## config.mk

```make
export PLATFORM = sky130hd
export DESIGN_NAME = permutation_step_engine_top
export DESIGN_NICKNAME = d
export VERILOG_FILES = /design/src/hw/rtl/pse_pkg.sv /design/src/hw/rtl/pse_perm_store.sv /design/src/hw/rtl/permutation_step_engine_top.sv
export SDC_FILE = /design/constraint.sdc
export NUM_CORES = 1
export LEC_CHECK = 0
export BUFFER_PORTS_ARGS = -buffer_cell sky130_fd_sc_hd__buf_2
export CORE_AREA = 2 2 113 159
export CTS_CLUSTER_DIAMETER = 80
export CTS_CLUSTER_SIZE = 16
export DETAILED_ROUTE_END_ITERATION = 16
export DIE_AREA = 0 0 115 161
export PLACE_DENSITY = 0.75
export SYNTH_ARGS = -nofsm -noshare
export SYNTH_HDL_FRONTEND = slang
export SYNTH_SLANG_ARGS = --single-unit
```

## constraint.sdc

```tcl
create_clock -name clk -period 3.3 [get_ports clk]
set_input_delay 0.33 -clock clk [delete_from_list [all_inputs] [get_ports clk]]
set_output_delay 0.33 -clock clk [all_outputs]
set_load 0.05 [all_outputs]
```

## src/hw/rtl/pse_pkg.sv

```systemverilog
package pse_pkg;

  localparam int CFG_IDX_W  = 2;
  localparam int CFG_DATA_W = 5;
  localparam int KIND_W     = 3;
  localparam int LEN_W      = 5;
  localparam int OUT_IDX_W  = 4;
  localparam int CNT_W      = 16;

  localparam logic [LEN_W-1:0] LEN_RESET = 5'd16;

  // Register indexes on the configuration port
  localparam logic [CFG_IDX_W-1:0] CFG_KIND = 2'd0;
  localparam logic [CFG_IDX_W-1:0] CFG_LEN  = 2'd1;

  typedef enum logic [KIND_W-1:0] {
    KIND_HOLD       = 3'd0,
    KIND_LEX_NEXT   = 3'd1,
    KIND_LEX_PREV   = 3'd2,
    KIND_ROT_RIGHT  = 3'd3,
    KIND_ROT_LEFT   = 3'd4,
    KIND_REVERSE    = 3'd5,
    KIND_SWAP_PAIRS = 3'd6,
    KIND_SKIP       = 3'd7
  } pse_kind_t;

  typedef enum logic [3:0] {
    S_IDLE     = 4'd0,
    S_PLAN     = 4'd1,
    S_SW_RD    = 4'd2,
    S_SW_WA    = 4'd3,
    S_SW_WB    = 4'd4,
    S_LX_RD    = 4'd5,
    S_LX_CMP   = 4'd6,
    S_EMIT_RD0 = 4'd7,
    S_EMIT     = 4'd8
  } pse_state_t;

  // Swap schedule followed by the planner
  typedef enum logic [2:0] {
    MD_REV       = 3'd0,
    MD_ROT_RIGHT = 3'd1,
    MD_ROT_LEFT  = 3'd2,
    MD_PAIRS     = 3'd3,
    MD_SKIP      = 3'd4,
    MD_LEX_I     = 3'd5,
    MD_LEX_J     = 3'd6
  } pse_mode_t;

  typedef struct packed {
    logic rd_en;
    logic wr_en;
    logic clear;
  } pse_mem_ctl_t;

endpackage

```

## src/hw/rtl/pse_perm_store.sv

```systemverilog
module pse_perm_store
  import pse_pkg::*;
#(
  parameter int MAX_LEN = 16
) (
  input  logic                       clk,
  input  logic                       rst_n,
  input  pse_mem_ctl_t               ctl,
  input  logic [$clog2(MAX_LEN)-1:0] rd_addr_a,
  input  logic [$clog2(MAX_LEN)-1:0] rd_addr_b,
  input  logic [$clog2(MAX_LEN)-1:0] wr_addr,
  input  logic [$clog2(MAX_LEN)-1:0] wr_data,
  output logic [$clog2(MAX_LEN)-1:0] rd_data_a,
  output logic [$clog2(MAX_LEN)-1:0] rd_data_b
);

  localparam int AW = $clog2(MAX_LEN);

  logic [AW-1:0]      mem_r [MAX_LEN];
  logic [MAX_LEN-1:0] vld_r;
  logic [AW-1:0]      rd_data_a_r;
  logic [AW-1:0]      rd_data_b_r;

  // An entry never written since the last clear reads as its own index
  always_ff @(posedge clk) begin
    if (!rst_n || ctl.clear) begin
      vld_r <= '0;
    end else if (ctl.wr_en) begin
      vld_r[wr_addr] <= 1'b1;
    end
  end

  always_ff @(posedge clk) begin
    if (ctl.wr_en) begin
      mem_r[wr_addr] <= wr_data;
    end
  end

  always_ff @(posedge clk) begin
    if (ctl.rd_en) begin
      rd_data_a_r <= vld_r[rd_addr_a] ? mem_r[rd_addr_a] : rd_addr_a;
      rd_data_b_r <= vld_r[rd_addr_b] ? mem_r[rd_addr_b] : rd_addr_b;
    end
  end

  assign rd_data_a = rd_data_a_r;
  assign rd_data_b = rd_data_b_r;

endmodule

```

## src/hw/rtl/permutation_step_engine_top.sv

```systemverilog
// Permutation step engine: keeps an arrangement of the indices 0 .. n-1 in a small
// dual-read, single-write store and a 16-bit step counter. Each input transfer with
// restart low applies the configured rule (hold, lexicographic next/previous with
// wrap, rotate right/left, reverse, swap pairs, skip) and then streams the whole
// arrangement, one element per output transfer, last_element marking the final one;
// restart high returns to ascending order with counter zero and streams that. A
// write to the kind or length register also restarts, without output. The rule runs
// as a sequence of swaps and compares on one shared compare/swap unit: a swap is
// plan, read both, then write each back through the single write port (the swap that
// ends a successor search skips the plan step); a compare is read, then compare; a
// final plan step closes the schedule. Streaming reads the first element ahead, then
// loads one element per cycle while the output is not stalled. in_stall is high from
// acceptance until the last element has been loaded into the output register.
module permutation_step_engine_top
  import pse_pkg::*;
#(
  parameter int MAX_LEN = 16
) (
  input  logic                  clk,
  input  logic                  rst_n,
  // configuration write port
  input  logic                  cfg_we,
  input  logic [CFG_IDX_W-1:0]  cfg_index,
  input  logic [CFG_DATA_W-1:0] cfg_wdata,
  // input channel
  input  logic                  in_valid,
  output logic                  in_stall,
  input  logic                  in_restart,
  // result channel
  output logic                  out_valid,
  input  logic                  out_stall,
  output logic [OUT_IDX_W-1:0]  out_position,
  output logic [OUT_IDX_W-1:0]  out_element_value,
  output logic                  out_last_element,
  output logic [CNT_W-1:0]      out_step_count
);

  // AW: store address / element width; IW: loop indices, which may run past n
  localparam int AW  = $clog2(MAX_LEN);
  localparam int IW  = $clog2(MAX_LEN + 2);
  localparam int CW  = (IW > LEN_W) ? IW : LEN_W;
  localparam int EXW = (AW > OUT_IDX_W) ? AW : OUT_IDX_W;
  localparam int PXW = (IW > OUT_IDX_W) ? IW : OUT_IDX_W;

  pse_state_t state_r, state_nxt;
  pse_mode_t  mode_r, mode_nxt;
  pse_kind_t  kind_r, kind_nxt;

  logic [LEN_W-1:0] len_r, len_nxt;
  logic [CNT_W-1:0] cnt_r, cnt_nxt;
  logic [IW-1:0]    n_r, n_nxt;
  logic [IW-1:0]    lo_r, lo_nxt;
  logic [IW-1:0]    hi_r, hi_nxt;
  logic [IW-1:0]    k_r, k_nxt;
  logic [AW-1:0]    sa_r, sa_nxt;
  logic [AW-1:0]    sb_r, sb_nxt;
  logic             dir_r, dir_nxt;

  logic                 out_valid_r, out_valid_nxt;
  logic [OUT_IDX_W-1:0] out_pos_r, out_pos_nxt;
  logic [OUT_IDX_W-1:0] out_elem_r, out_elem_nxt;
  logic                 out_last_r, out_last_nxt;
  logic [CNT_W-1:0]     out_cnt_r, out_cnt_nxt;

  pse_mem_ctl_t mem_ctl;
  logic [AW-1:0] rd_addr_a, rd_addr_b, wr_addr, wr_data;
  logic [AW-1:0] rd_data_a, rd_data_b;

  logic          in_fire;
  logic          out_load;
  logic          last_now;
  logic          cmp_hit;
  logic [CW-1:0] len_ext;
  logic [IW-1:0] n_calc;
  logic [IW-1:0] lim;

  logic          plan_go;
  logic [AW-1:0] plan_a, plan_b;
  logic [IW-1:0] plan_lo, plan_hi;

  logic [EXW-1:0] elem_wide;
  logic [PXW-1:0] pos_wide;

  pse_perm_store #(
    .MAX_LEN (MAX_LEN)
  ) u_store (
    .clk       (clk),
    .rst_n     (rst_n),
    .ctl       (mem_ctl),
    .rd_addr_a (rd_addr_a),
    .rd_addr_b (rd_addr_b),
    .wr_addr   (wr_addr),
    .wr_data   (wr_data),
    .rd_data_a (rd_data_a),
    .rd_data_b (rd_data_b)
  );

  assign in_stall = (state_r != S_IDLE);
  assign in_fire  = in_valid && !in_stall;
  assign out_load = (state_r == S_EMIT) && (!out_valid_r || !out_stall);
  assign last_now = (k_r == n_r - IW'(1));

  // Effective length: zero counts as one, anything above MAX_LEN saturates
  assign len_ext = CW'(len_r);
  assign n_calc  = (len_r == '0)               ? IW'(1)       :
                   (len_ext > CW'(MAX_LEN))    ? IW'(MAX_LEN) : IW'(len_ext);

  // Pair rules stop at the largest even count not above n
  assign lim = n_r[0] ? (n_r - IW'(1)) : n_r;

  // Shared compare: next looks for an ascent, previous for a descent
  assign cmp_hit = dir_r ? (rd_data_a < rd_data_b) : (rd_data_a > rd_data_b);

  // Swap planner: pick the next pair for the active schedule, or finish
  always_comb begin
    plan_go = 1'b0;
    plan_a  = '0;
    plan_b  = '0;
    plan_lo = lo_r;
    plan_hi = hi_r;
    unique case (mode_r)
      MD_REV: begin
        if (lo_r + IW'(1) < hi_r) begin
          plan_go = 1'b1;
          plan_a  = AW'(lo_r);
          plan_b  = AW'(hi_r - IW'(1));
          plan_lo = lo_r + IW'(1);
          plan_hi = hi_r - IW'(1);
        end
      end
      MD_ROT_RIGHT: begin
        if (hi_r != '0) begin
          plan_go = 1'b1;
          plan_a  = AW'(hi_r);
          plan_b  = AW'(hi_r - IW'(1));
          plan_hi = hi_r - IW'(1);
        end
      end
      MD_ROT_LEFT: begin
        if (lo_r + IW'(1) < n_r) begin
          plan_go = 1'b1;
          plan_a  = AW'(lo_r);
          plan_b  = AW'(lo_r + IW'(1));
          plan_lo = lo_r + IW'(1);
        end
      end
      MD_PAIRS, MD_SKIP: begin
        if (lo_r < lim) begin
          plan_go = 1'b1;
          plan_a  = AW'(lo_r);
          // skip wraps the partner of the last slot to index 0
          plan_b  = ((mode_r == MD_SKIP) && (lo_r + IW'(1) == n_r)) ? '0
                                                                    : AW'(lo_r + IW'(1));
          plan_lo = lo_r + IW'(2);
        end
      end
      default: begin
        plan_go = 1'b0;
      end
    endcase
  end

  // Next state
  always_comb begin
    state_nxt = state_r;
    unique case (state_r)
      S_IDLE: begin
        if (in_fire) begin
          if (in_restart) begin
            state_nxt = S_EMIT_RD0;
          end else begin
            unique case (kind_r)
              KIND_HOLD: begin
                state_nxt = S_EMIT_RD0;
              end
              KIND_LEX_NEXT, KIND_LEX_PREV: begin
                state_nxt = (n_calc < IW'(2)) ? S_EMIT_RD0 : S_LX_RD;
              end
              default: begin
                state_nxt = S_PLAN;
              end
            endcase
          end
        end
      end
      S_PLAN:     state_nxt = plan_go ? S_SW_RD : S_EMIT_RD0;
      S_SW_RD:    state_nxt = S_SW_WA;
      S_SW_WA:    state_nxt = S_SW_WB;
      S_SW_WB:    state_nxt = S_PLAN;
      S_LX_RD:    state_nxt = S_LX_CMP;
      S_LX_CMP: begin
        if ((mode_r == MD_LEX_J) && cmp_hit) begin
          state_nxt = S_SW_RD;
        end else if ((mode_r == MD_LEX_I) && !cmp_hit && (hi_r == IW'(1))) begin
          state_nxt = S_PLAN;
        end else begin
          state_nxt = S_LX_RD;
        end
      end
      S_EMIT_RD0: state_nxt = S_EMIT;
      S_EMIT: begin
        if (out_load && last_now) begin
          state_nxt = S_IDLE;
        end
      end
      default:    state_nxt = S_IDLE;
    endcase
  end

  // Datapath, store control and outputs
  always_comb begin
    mode_nxt  = mode_r;
    kind_nxt  = kind_r;
    len_nxt   = len_r;
    cnt_nxt   = cnt_r;
    n_nxt     = n_r;
    lo_nxt    = lo_r;
    hi_nxt    = hi_r;
    k_nxt     = k_r;
    sa_nxt    = sa_r;
    sb_nxt    = sb_r;
    dir_nxt   = dir_r;
    mem_ctl   = '0;
    rd_addr_a = '0;
    rd_addr_b = '0;
    wr_addr   = sa_r;
    wr_data   = rd_data_b;

    unique case (state_r)
      S_IDLE: begin
        if (in_fire) begin
          n_nxt   = n_calc;
          dir_nxt = (kind_r == KIND_LEX_NEXT);
          if (in_restart) begin
            mem_ctl.clear = 1'b1;
            cnt_nxt       = '0;
          end else begin
            // previous leaves the counter alone
            if (kind_r != KIND_LEX_PREV) begin
              cnt_nxt = cnt_r + CNT_W'(1);
            end
            unique case (kind_r)
              KIND_LEX_NEXT, KIND_LEX_PREV: begin
                mode_nxt = MD_LEX_I;
                hi_nxt   = n_calc - IW'(1);
              end
              KIND_ROT_RIGHT: begin
                mode_nxt = MD_ROT_RIGHT;
                hi_nxt   = n_calc - IW'(1);
              end
              KIND_ROT_LEFT: begin
                mode_nxt = MD_ROT_LEFT;
                lo_nxt   = '0;
              end
              KIND_REVERSE: begin
                mode_nxt = MD_REV;
                lo_nxt   = '0;
                hi_nxt   = n_calc;
              end
              KIND_SWAP_PAIRS: begin
                mode_nxt = MD_PAIRS;
                lo_nxt   = '0;
              end
              KIND_SKIP: begin
                // start at the parity of the counter before this step
                mode_nxt = MD_SKIP;
                lo_nxt   = IW'(cnt_r[0]);
              end
              default: begin
                mode_nxt = mode_r;
              end
            endcase
          end
        end
      end
      S_PLAN: begin
        if (plan_go) begin
          sa_nxt = plan_a;
          sb_nxt = plan_b;
          lo_nxt = plan_lo;
          hi_nxt = plan_hi;
        end
      end
      S_SW_RD: begin
        mem_ctl.rd_en = 1'b1;
        rd_addr_a     = sa_r;
        rd_addr_b     = sb_r;
      end
      S_SW_WA: begin
        mem_ctl.wr_en = 1'b1;
        wr_addr       = sa_r;
        wr_data       = rd_data_b;
      end
      S_SW_WB: begin
        mem_ctl.wr_en = 1'b1;
        wr_addr       = sb_r;
        wr_data       = rd_data_a;
      end
      S_LX_RD: begin
        mem_ctl.rd_en = 1'b1;
        if (mode_r == MD_LEX_I) begin
          rd_addr_a = AW'(hi_r - IW'(1));
        end else begin
          rd_addr_a = AW'(lo_r - IW'(1));
        end
        rd_addr_b = AW'(hi_r);
      end
      S_LX_CMP: begin
        if (mode_r == MD_LEX_I) begin
          if (cmp_hit) begin
            // pivot found at i-1: keep i in lo, scan j down from the end
            mode_nxt = MD_LEX_J;
            lo_nxt   = hi_r;
            hi_nxt   = n_r - IW'(1);
          end else if (hi_r == IW'(1)) begin
            // no pivot: wrap by reversing the whole arrangement
            mode_nxt = MD_REV;
            lo_nxt   = '0;
            hi_nxt   = n_r;
          end else begin
            hi_nxt = hi_r - IW'(1);
          end
        end else begin
          if (cmp_hit) begin
            sa_nxt   = AW'(lo_r - IW'(1));
            sb_nxt   = AW'(hi_r);
            mode_nxt = MD_REV;
            hi_nxt   = n_r;
          end else begin
            hi_nxt = hi_r - IW'(1);
          end
        end
      end
      S_EMIT_RD0: begin
        mem_ctl.rd_en = 1'b1;
        rd_addr_a     = '0;
        k_nxt         = '0;
      end
      S_EMIT: begin
        if (out_load) begin
          // prefetch the next element; read data holds while stalled
          k_nxt         = k_r + IW'(1);
          mem_ctl.rd_en = 1'b1;
          rd_addr_a     = AW'(k_r + IW'(1));
        end
      end
      default: begin
        mem_ctl = '0;
      end
    endcase

    // Any write to a listed register restarts the generator
    if (cfg_we) begin
      if (cfg_index == CFG_KIND) begin
        kind_nxt      = pse_kind_t'(cfg_wdata[KIND_W-1:0]);
        mem_ctl.clear = 1'b1;
        cnt_nxt       = '0;
      end else if (cfg_index == CFG_LEN) begin
        len_nxt       = cfg_wdata[LEN_W-1:0];
        mem_ctl.clear = 1'b1;
        cnt_nxt       = '0;
      end
    end
  end

  // Output register: load on a free slot, drop valid once transferred
  assign elem_wide = EXW'(rd_data_a);
  assign pos_wide  = PXW'(k_r);

  always_comb begin
    out_valid_nxt = out_valid_r && out_stall;
    out_pos_nxt   = out_pos_r;
    out_elem_nxt  = out_elem_r;
    out_last_nxt  = out_last_r;
    out_cnt_nxt   = out_cnt_r;
    if (out_load) begin
      out_valid_nxt = 1'b1;
      out_pos_nxt   = pos_wide[OUT_IDX_W-1:0];
      out_elem_nxt  = elem_wide[OUT_IDX_W-1:0];
      out_last_nxt  = last_now;
      out_cnt_nxt   = cnt_r;
    end
  end

  always_ff @(posedge clk) begin
    if (!rst_n) begin
      state_r     <= S_IDLE;
      kind_r      <= KIND_HOLD;
      len_r       <= LEN_RESET;
      cnt_r       <= '0;
      out_valid_r <= 1'b0;
    end else begin
      state_r     <= state_nxt;
      kind_r      <= kind_nxt;
      len_r       <= len_nxt;
      cnt_r       <= cnt_nxt;
      out_valid_r <= out_valid_nxt;
    end
  end

  always_ff @(posedge clk) begin
    mode_r     <= mode_nxt;
    n_r        <= n_nxt;
    lo_r       <= lo_nxt;
    hi_r       <= hi_nxt;
    k_r        <= k_nxt;
    sa_r       <= sa_nxt;
    sb_r       <= sb_nxt;
    dir_r      <= dir_nxt;
    out_pos_r  <= out_pos_nxt;
    out_elem_r <= out_elem_nxt;
    out_last_r <= out_last_nxt;
    out_cnt_r  <= out_cnt_nxt;
  end

  assign out_valid         = out_valid_r;
  assign out_position      = out_pos_r;
  assign out_element_value = out_elem_r;
  assign out_last_element  = out_last_r;
  assign out_step_count    = out_cnt_r;

  // Every accepted item starts work, so the input side closes right away
  a_busy_after_accept: assert property (@(posedge clk) disable iff (!rst_n)
    in_fire |=> (state_r != S_IDLE))
    else $error("idle right after an input transfer");

  // Swap addresses stay inside the arrangement in use
  a_swap_in_range: assert property (@(posedge clk) disable iff (!rst_n)
    (state_r == S_SW_RD) |-> ((IW'(sa_r) < n_r) && (IW'(sb_r) < n_r)))
    else $error("swap address beyond arrangement length");

  // The successor scan never passes the pivot's right neighbor
  a_lex_j_bound: assert property (@(posedge clk) disable iff (!rst_n)
    ((state_r == S_LX_CMP) && (mode_r == MD_LEX_J)) |-> (hi_r >= lo_r))
    else $error("successor scan ran below the pivot");

  // Lexicographic previous leaves the step counter untouched
  a_prev_holds_count: assert property (@(posedge clk) disable iff (!rst_n)
    (in_fire && !in_restart && (kind_r == KIND_LEX_PREV) && !cfg_we)
      |=> $stable(cnt_r))
    else $error("step counter moved on a previous step");

endmodule

```

==> impl_metrics.tcl, run 1 <==
set metrics [dict create \
    status "completed" \
    grt_pass1_wl_mm 36.2 \
    die_area_um2 18500 \
    antenna_cells 0 \
    die_width_um 115 \
    drive_gt1_share_pct 22.3 \
    ios 40 \
    area_delta_synth_final_pct 14.6 \
    final_cells 1122 \
    end_kind "register" \
    yosysUniqueCellTypes 68 \
    path_buf_inv 1 \
    crit_slowest_cell "a2111oi_0" \
    rsz0062_at_grt "no" \
    fmax_mhz 314 \
    yosys_warnings 0 \
    grt_start_max_net_pins 33 \
    synth_edf_count 129 \
    max-vdd-ir-drop_mv 0.417 \
    maxCapViolCount 0 \
    die_y_um 161 \
    antenna_left 0 \
    yosysSeqAreaShare_pct 50.8 \
    leakage_nw 4.02 \
    grt_pass1_vias 6894 \
    clockRootBuffer "clkbuf_16" \
    routed_wl_mm 23.7 \
    via_per_inst 6.20 \
    final.fill_count 1329 \
    hold_class "primary input to register" \
    crit_type "register to register" \
    hold_viol_final 0 \
    crit_path_frequent_cell "mux2_2" \
    tightest_slew_ns 0.734 \
    clk_pin_slew_ns 0.07 \
    multi_input_area_um2 4320 \
    antenna_found_initial 0 \
    synth-seq-cells 174 \
    finalSetupTns_ns 0 \
    gp_congestion 0.946 \
    slowest_delay_ns 0.52 \
    syn_area_um2 9390 \
    core_um2 17100 \
    start_util_pct 54.9 \
    yosysTopAreaCell "edfxtp_1" \
    avgSynthCellArea_um2 11.4 \
    tritoncts "yes" \
    final-setup-viol-count 0 \
    wire_per_inst_um 21.1 \
    dp_cells 1085 \
    startpoint_type "register" \
    required_ns 3.49 \
    slew_headroom_pct 51.1 \
    crit_family "compound AO/OA/AOI/OAI gates" \
    htree_levels 4 \
    syn_nets 869 \
    post-dp-hpwl_mm 17.6 \
    fin_nets 945 \
    skew_ns 0.0152 \
    path_max_fanout 9 \
    num_rows 57 \
    clock_insertion_delay_worst_skew_ns 0.44 \
    drt_iter0_drc 587 \
    synth_ff_type "edfxtp_1" \
    ys_async_sr_fraction_pct 0 \
    period_share_pct 96.5 \
    cts_inserted_buffers 17 \
    period_minus_slack_ns 3.19 \
    final_common_cell "edfxtp_1" \
    final_cell_mix "edfxtp_1 (129), nor2_1 (102), nand2_1 (55)" \
    design_area_um2 10800 \
    num_vias 6952 \
    synthTopCellsByArea "edfxtp_1 (41%), dfxtp_1 (9.6%), mux4_2 (5.0%), mux2i_1 (4.5%), nor2_1 (4.2%)" \
    place_area_um2 10100 \
    path_cells "nand2b_1 > a2111oi_0 > a221o_2 > buf_4 > mux2_2 > o22ai_1 > a221oi_1 > mux2_2 > mux2_2" \
    regArea_um2 4770 \
    grt_overflow 0 \
    drc 0 \
    first_pass_iters 5 \
    gr-usage-all-layers_pct 26.2 \
    io_buffers 39 \
    cp.arrival_ns 3.38 \
    netlist_instances 827 \
    cts_sinks 174 \
    synth_top_area_share_pct 41.3 \
    maxSlewViolCount 0 \
    power.density_nw_per_um2 787 \
    clk_path_buf_depth 2 \
]
==> kinds of logic after synthesis <==
kind of cell               Yosys count  synth area share, %
AOI/OAI and AO/OA                  161                 11.9
xor gates and xnor gates            39                 3.64
adders and majority gates           29                 3.86
buffers and inverters               76                 3.97
DFF                                174                 50.8
muxes                               90                 12.8
and+or+nand+nor                    258                 13.0
==> metrics by stage <==
stage                     utilization, %  hold WS, ns  worst slack (ns)  total power, W
after global placement              58.8        0.445             0.118         0.00630
after floorplan                        -        0.428            0.0513         0.00529
after CTS                           62.3       0.0813            0.0183         0.00837
after global routing                62.9       0.0943           0.00511         0.00885
final                               62.9       0.0991             0.115         0.00847
after detailed placement            58.8        0.450            0.0234         0.00635
==> path summary, 6_finish.rpt <==
kind,depth (start not counted),end,slack (ns),startpoint
worst max-delay path,9,u_store.rd_data_a[0],0.11,state_r[2]
worst min-delay path,3,len_ext[4],0.1,cfg_wdata[4]
worst max register to register,9,u_store.rd_data_a[0],0.11,state_r[2]
worst min register to register,0,out_step_count[15],0.47,cnt_r[15]
==> metal layers <==
layer / GRT usage (%) / part of all wire (%) / vias up
met5: 0 / 0 / -
met4: 14.8 / 5.2 / 0
met1: 28.2 / 36 / 3357
li1: - / - / 3242
met3: 4.54 / 4.5 / 81
met2: 47.5 / 54 / 272
==> cell usage after synthesis (all sizes together) (9+ instances only) <==
| master | count |
|---|---|
| mux4 | 21 |
| inv | 36 |
| nor2b | 14 |
| a21oi | 22 |
| mux2i | 42 |
| o221ai | 9 |
| ha | 29 |
| buf | 15 |
| nand2b | 9 |
| mux2 | 27 |
| clkbuf | 25 |
| nand3 | 20 |
| o21ai | 49 |
| nor2 | 106 |
| nand3b | 10 |
| o22ai | 10 |
| xor2 | 19 |
| edfxtp | 129 |
| nand2 | 57 |
| xnor2 | 20 |
| a221oi | 9 |
| nor3 | 11 |
| dfxtp | 45 |
==> worst reg2reg max path: stages, from the launching register on <==
cell and delay [ns]:
dfxtp_1 0.50, nand2b_1 0.21, a2111oi_0 0.52, a221o_2 0.29, buf_4 0.19, mux2_2 0.38, o22ai_1 0.25, a221oi_1 0.09
mux2_2 0.27, mux2_2 0.25
==> power by group <==
| group | switching, W | internal [W] | total (W) |
|---|---|---|---|
| registers | 0.000213 | 0.00283 | 0.00304 |
| logic | 0.00196 | 0.00144 | 0.00340 |
| clock network | 0.000919 | 0.00111 | 0.00203 |
| total | 0.00310 | 0.00538 | 0.00847 |
==> layout make-up <==
| class | count | share of cell area (%) |
|---|---|---|
| Clock buffer | 21 | 4.57 |
| Clock inverter | 11 | 1.02 |
| Inverter | 36 | 1.26 |
| Multi-Input combinational cell | 577 | 40.1 |
| Sequential cell | 174 | 44.4 |
| Tap cell | 206 | 2.39 |
| Timing Repair Buffer | 97 | 6.32 |
==> sequential cells by signal (all words and copies together), names as in the netlist <==
signal / count
kind_r: 3
state_r: 4
sa_r: 4
mode_r: 3
out_last_element: 1
dir_r: 1
hi_r: 5
u_store.rd_data_b: 4
lo_r: 5
len_ext: 5
k_r: 5
cnt_r: 16
out_position: 4
out_valid: 1
u_store.vld_r: 16
u_store.mem_r: 64
out_element_value: 4
out_step_count: 16
u_store.rd_data_a: 4
n_r: 5
sb_r: 4
==> repair_timing <==
action,4_1_cts,5_1_grt
endpoints found under the setup margin,0,20
hold buffers,0,0
gates resized for setup,0,10
setup buffers,0,5
No activity file was read; power rests on OpenSTA's default activity.
==> inputs of run 2 (changes only) <==
--- a/config.mk
+++ b/config.mk
@@ -12,6 +12,8 @@
 export DETAILED_ROUTE_END_ITERATION = 16
 export DIE_AREA = 0 0 115 161
 export PLACE_DENSITY = 0.75
+export RECOVER_POWER = 50
+export SETUP_SLACK_MARGIN = 0.1
 export SYNTH_ARGS = -nofsm -noshare
 export SYNTH_HDL_FRONTEND = slang
 export SYNTH_SLANG_ARGS = --single-unit
==> run 2 against run 1 <==
Core utilization down 0.15 points; sequential share of layout area up 0.11 points; wire length about the same; maximum frequency up 2.7%; die area unchanged; count of clock-buffer cells in the layout down 2; flip-flop and latch count unchanged; via count up 0.98%; first-iteration DRC count down 6.8%; register-to-register slack better by 0.08 ns; critical endpoint is now sa_r[3]; largest cell class unchanged.
==> impl_metrics.tcl, run 2 (same netlist as run 1, synthesis figures left out) <==
set metrics [dict create \
    final_common_cell "edfxtp_1" \
    clockRootBuffer "clkbuf_16" \
    postLayoutCoreUtil_pct 62.7 \
    final_cell_mix "edfxtp_1 (129), nor2_1 (105), nand2_1 (54)" \
    start_util_pct 54.9 \
    clockPowerShare_pct 24.3 \
    crit_type "register to register" \
    cp.arrival_ns 3.24 \
    p_comb_share_pct 40.1 \
    drive_gt1_share_pct 18.6 \
    gr-usage-all-layers_pct 26.2 \
    cts_inserted_buffers 17 \
    p_sw_w 0.00311 \
    wire_per_inst_um 21.1 \
    crit_slowest_cell "edfxtp_1" \
    rr_worst_depth 13 \
    gp_congestion 0.967 \
    max-vdd-ir-drop_mv 0.418 \
    tritoncts "yes" \
    path_max_fanout 8 \
    htree_levels 4 \
    regArea_um2 4770 \
    final.fill_count 1343 \
    finalSetupTns_ns 0 \
    skew_ns 0.0114 \
    fin_nets 947 \
    power_frac_seq_pct 35.6 \
    largest_reg_flops 64 \
    io_buffers 39 \
    postCtsHoldBufs 0 \
    fmax_mhz 322 \
    intPower_w 0.00547 \
    antenna_found_initial 0 \
    via_per_inst 6.25 \
    period_minus_slack_ns 3.10 \
    slowest_delay_ns 0.42 \
    power.density_nw_per_um2 799 \
    hold_viol_final 0 \
    maxCapViolCount 0 \
    multi_input_area_um2 4320 \
    required_ns 3.44 \
    num_vias 7020 \
    drc 0 \
    rsz0062_at_grt "yes" \
    slew_headroom_pct 46.3 \
    path_cells "inv_1 > ha_2 > and3_1 > nand2_1 > xnor2_1 > ha_1 > o21ai_2 > a32oi_1 > o32ai_2 > a211o_1 > inv_1 > a221oi_2 > buf_4" \
    tightest_slew_ns 0.805 \
    grt_pass1_wl_mm 36.4 \
    leakage_nw 3.91 \
    path_buf_inv 3 \
    cts_sinks 174 \
    maxSlewViolCount 0 \
    area_delta_synth_final_pct 14.4 \
    path_depth 13 \
    startpoint_type "register" \
    min_delay_path_depth 3 \
    die_area_um2 18500 \
    clk_pin_slew_ns 0.07 \
    num_rows 57 \
    core_um2 17100 \
    grt_pass1_vias 6915 \
    post-dp-hpwl_mm 17.5 \
    routed_wl_mm 23.7 \
    final-setup-viol-count 0 \
    ios 40 \
    antenna_cells 0 \
    hold_class "primary input to register" \
    clock_insertion_delay_worst_skew_ns 0.44 \
    crit_path_frequent_cell "inv_1" \
    sw_frac_of_total_pct 36.2 \
    end_kind "register" \
    die_y_um 161 \
    grt_start_max_net_pins 33 \
    top_register "u_store.mem_r" \
    drt_iter0_drc 547 \
    die_width_um 115 \
    grt_overflow 0 \
    first_pass_iters 6 \
    antenna_left 0 \
    status "completed" \
    period_share_pct 94.0 \
    crit_family "compound AO/OA/AOI/OAI gates" \
    clk_path_buf_depth 2 \
]
run 2: through the flow:
stage	total power (W)	instance area, um2	cells	setup WS (ns)	hold slack [ns]
2_1_floorplan	0.00530	9410	827	0.108	0.428
3_3_place_gp	0.00633	10100	1086	0.142	0.441
3_5_place_dp	0.00639	10100	1086	0.0993	0.449
4_1_cts	0.00848	10700	1118	0.131	0.110
5_1_grt	0.00899	10700	1124	0.0865	0.139
6_report	0.00858	10700	1124	0.198	0.118
run 2: worst paths after layout:
path                 from                  to  slack [ns]
max                n_r[1]             sa_r[3]        0.20
min          cfg_wdata[4]          len_ext[4]        0.12
max reg2reg        n_r[1]             sa_r[3]        0.20
min reg2reg     cnt_r[15]  out_step_count[15]        0.46
run 2: layer usage:
metal / part of all wire, % / track usage (%) / wire length (um) / vias up
met2: 54 / 46.9 / 12700 / 298
met5: 0 / 0 / 0 / -
met3: 5.0 / 4.80 / 1180 / 102
li1: - / - / - / 3239
met4: 5.6 / 15.3 / 1330 / 0
met1: 36 / 28.3 / 8440 / 3381
run 2: repair_timing:
item	in CTS	in global routing
buffers inserted	0	6
gates cloned	0	0
setup endpoints to repair	4	22
pin swaps	0	4
resized for setup	1	17
run 2: worst register-to-register path: cells and delay by family, from the launching register on:
| family | cells | cell delay [ns] |
|---|---|---|
| XOR/XNOR | 1 | 0.19 |
| AND/OR/NAND/NOR | 2 | 0.26 |
| buffers and inverters | 3 | 0.49 |
| flip-flops | 1 | 0.42 |
| adder cells (fa/ha/maj) | 2 | 0.53 |
| AO/OA/AOI/OAI | 5 | 0.90 |
run 2: final cells by class:
class | instances | area share, %
sequential | 174 | 44.5
multi-input combinational | 577 | 40.3
timing repair buffer | 99 | 5.93
clock buffer | 19 | 4.03
tap | 206 | 2.40
clock inverter | 13 | 1.65
inverter | 36 | 1.26
run 2: power groups by stage:
stage	registers, W	clock network, W	logic, W
after floorplan	0.00300	0	0.00229
after global placement	0.00308	0	0.00324
after detailed placement	0.00309	0	0.00330
after CTS	0.00305	0.00211	0.00332
after global routing	0.00308	0.00220	0.00371
final	0.00305	0.00209	0.00344
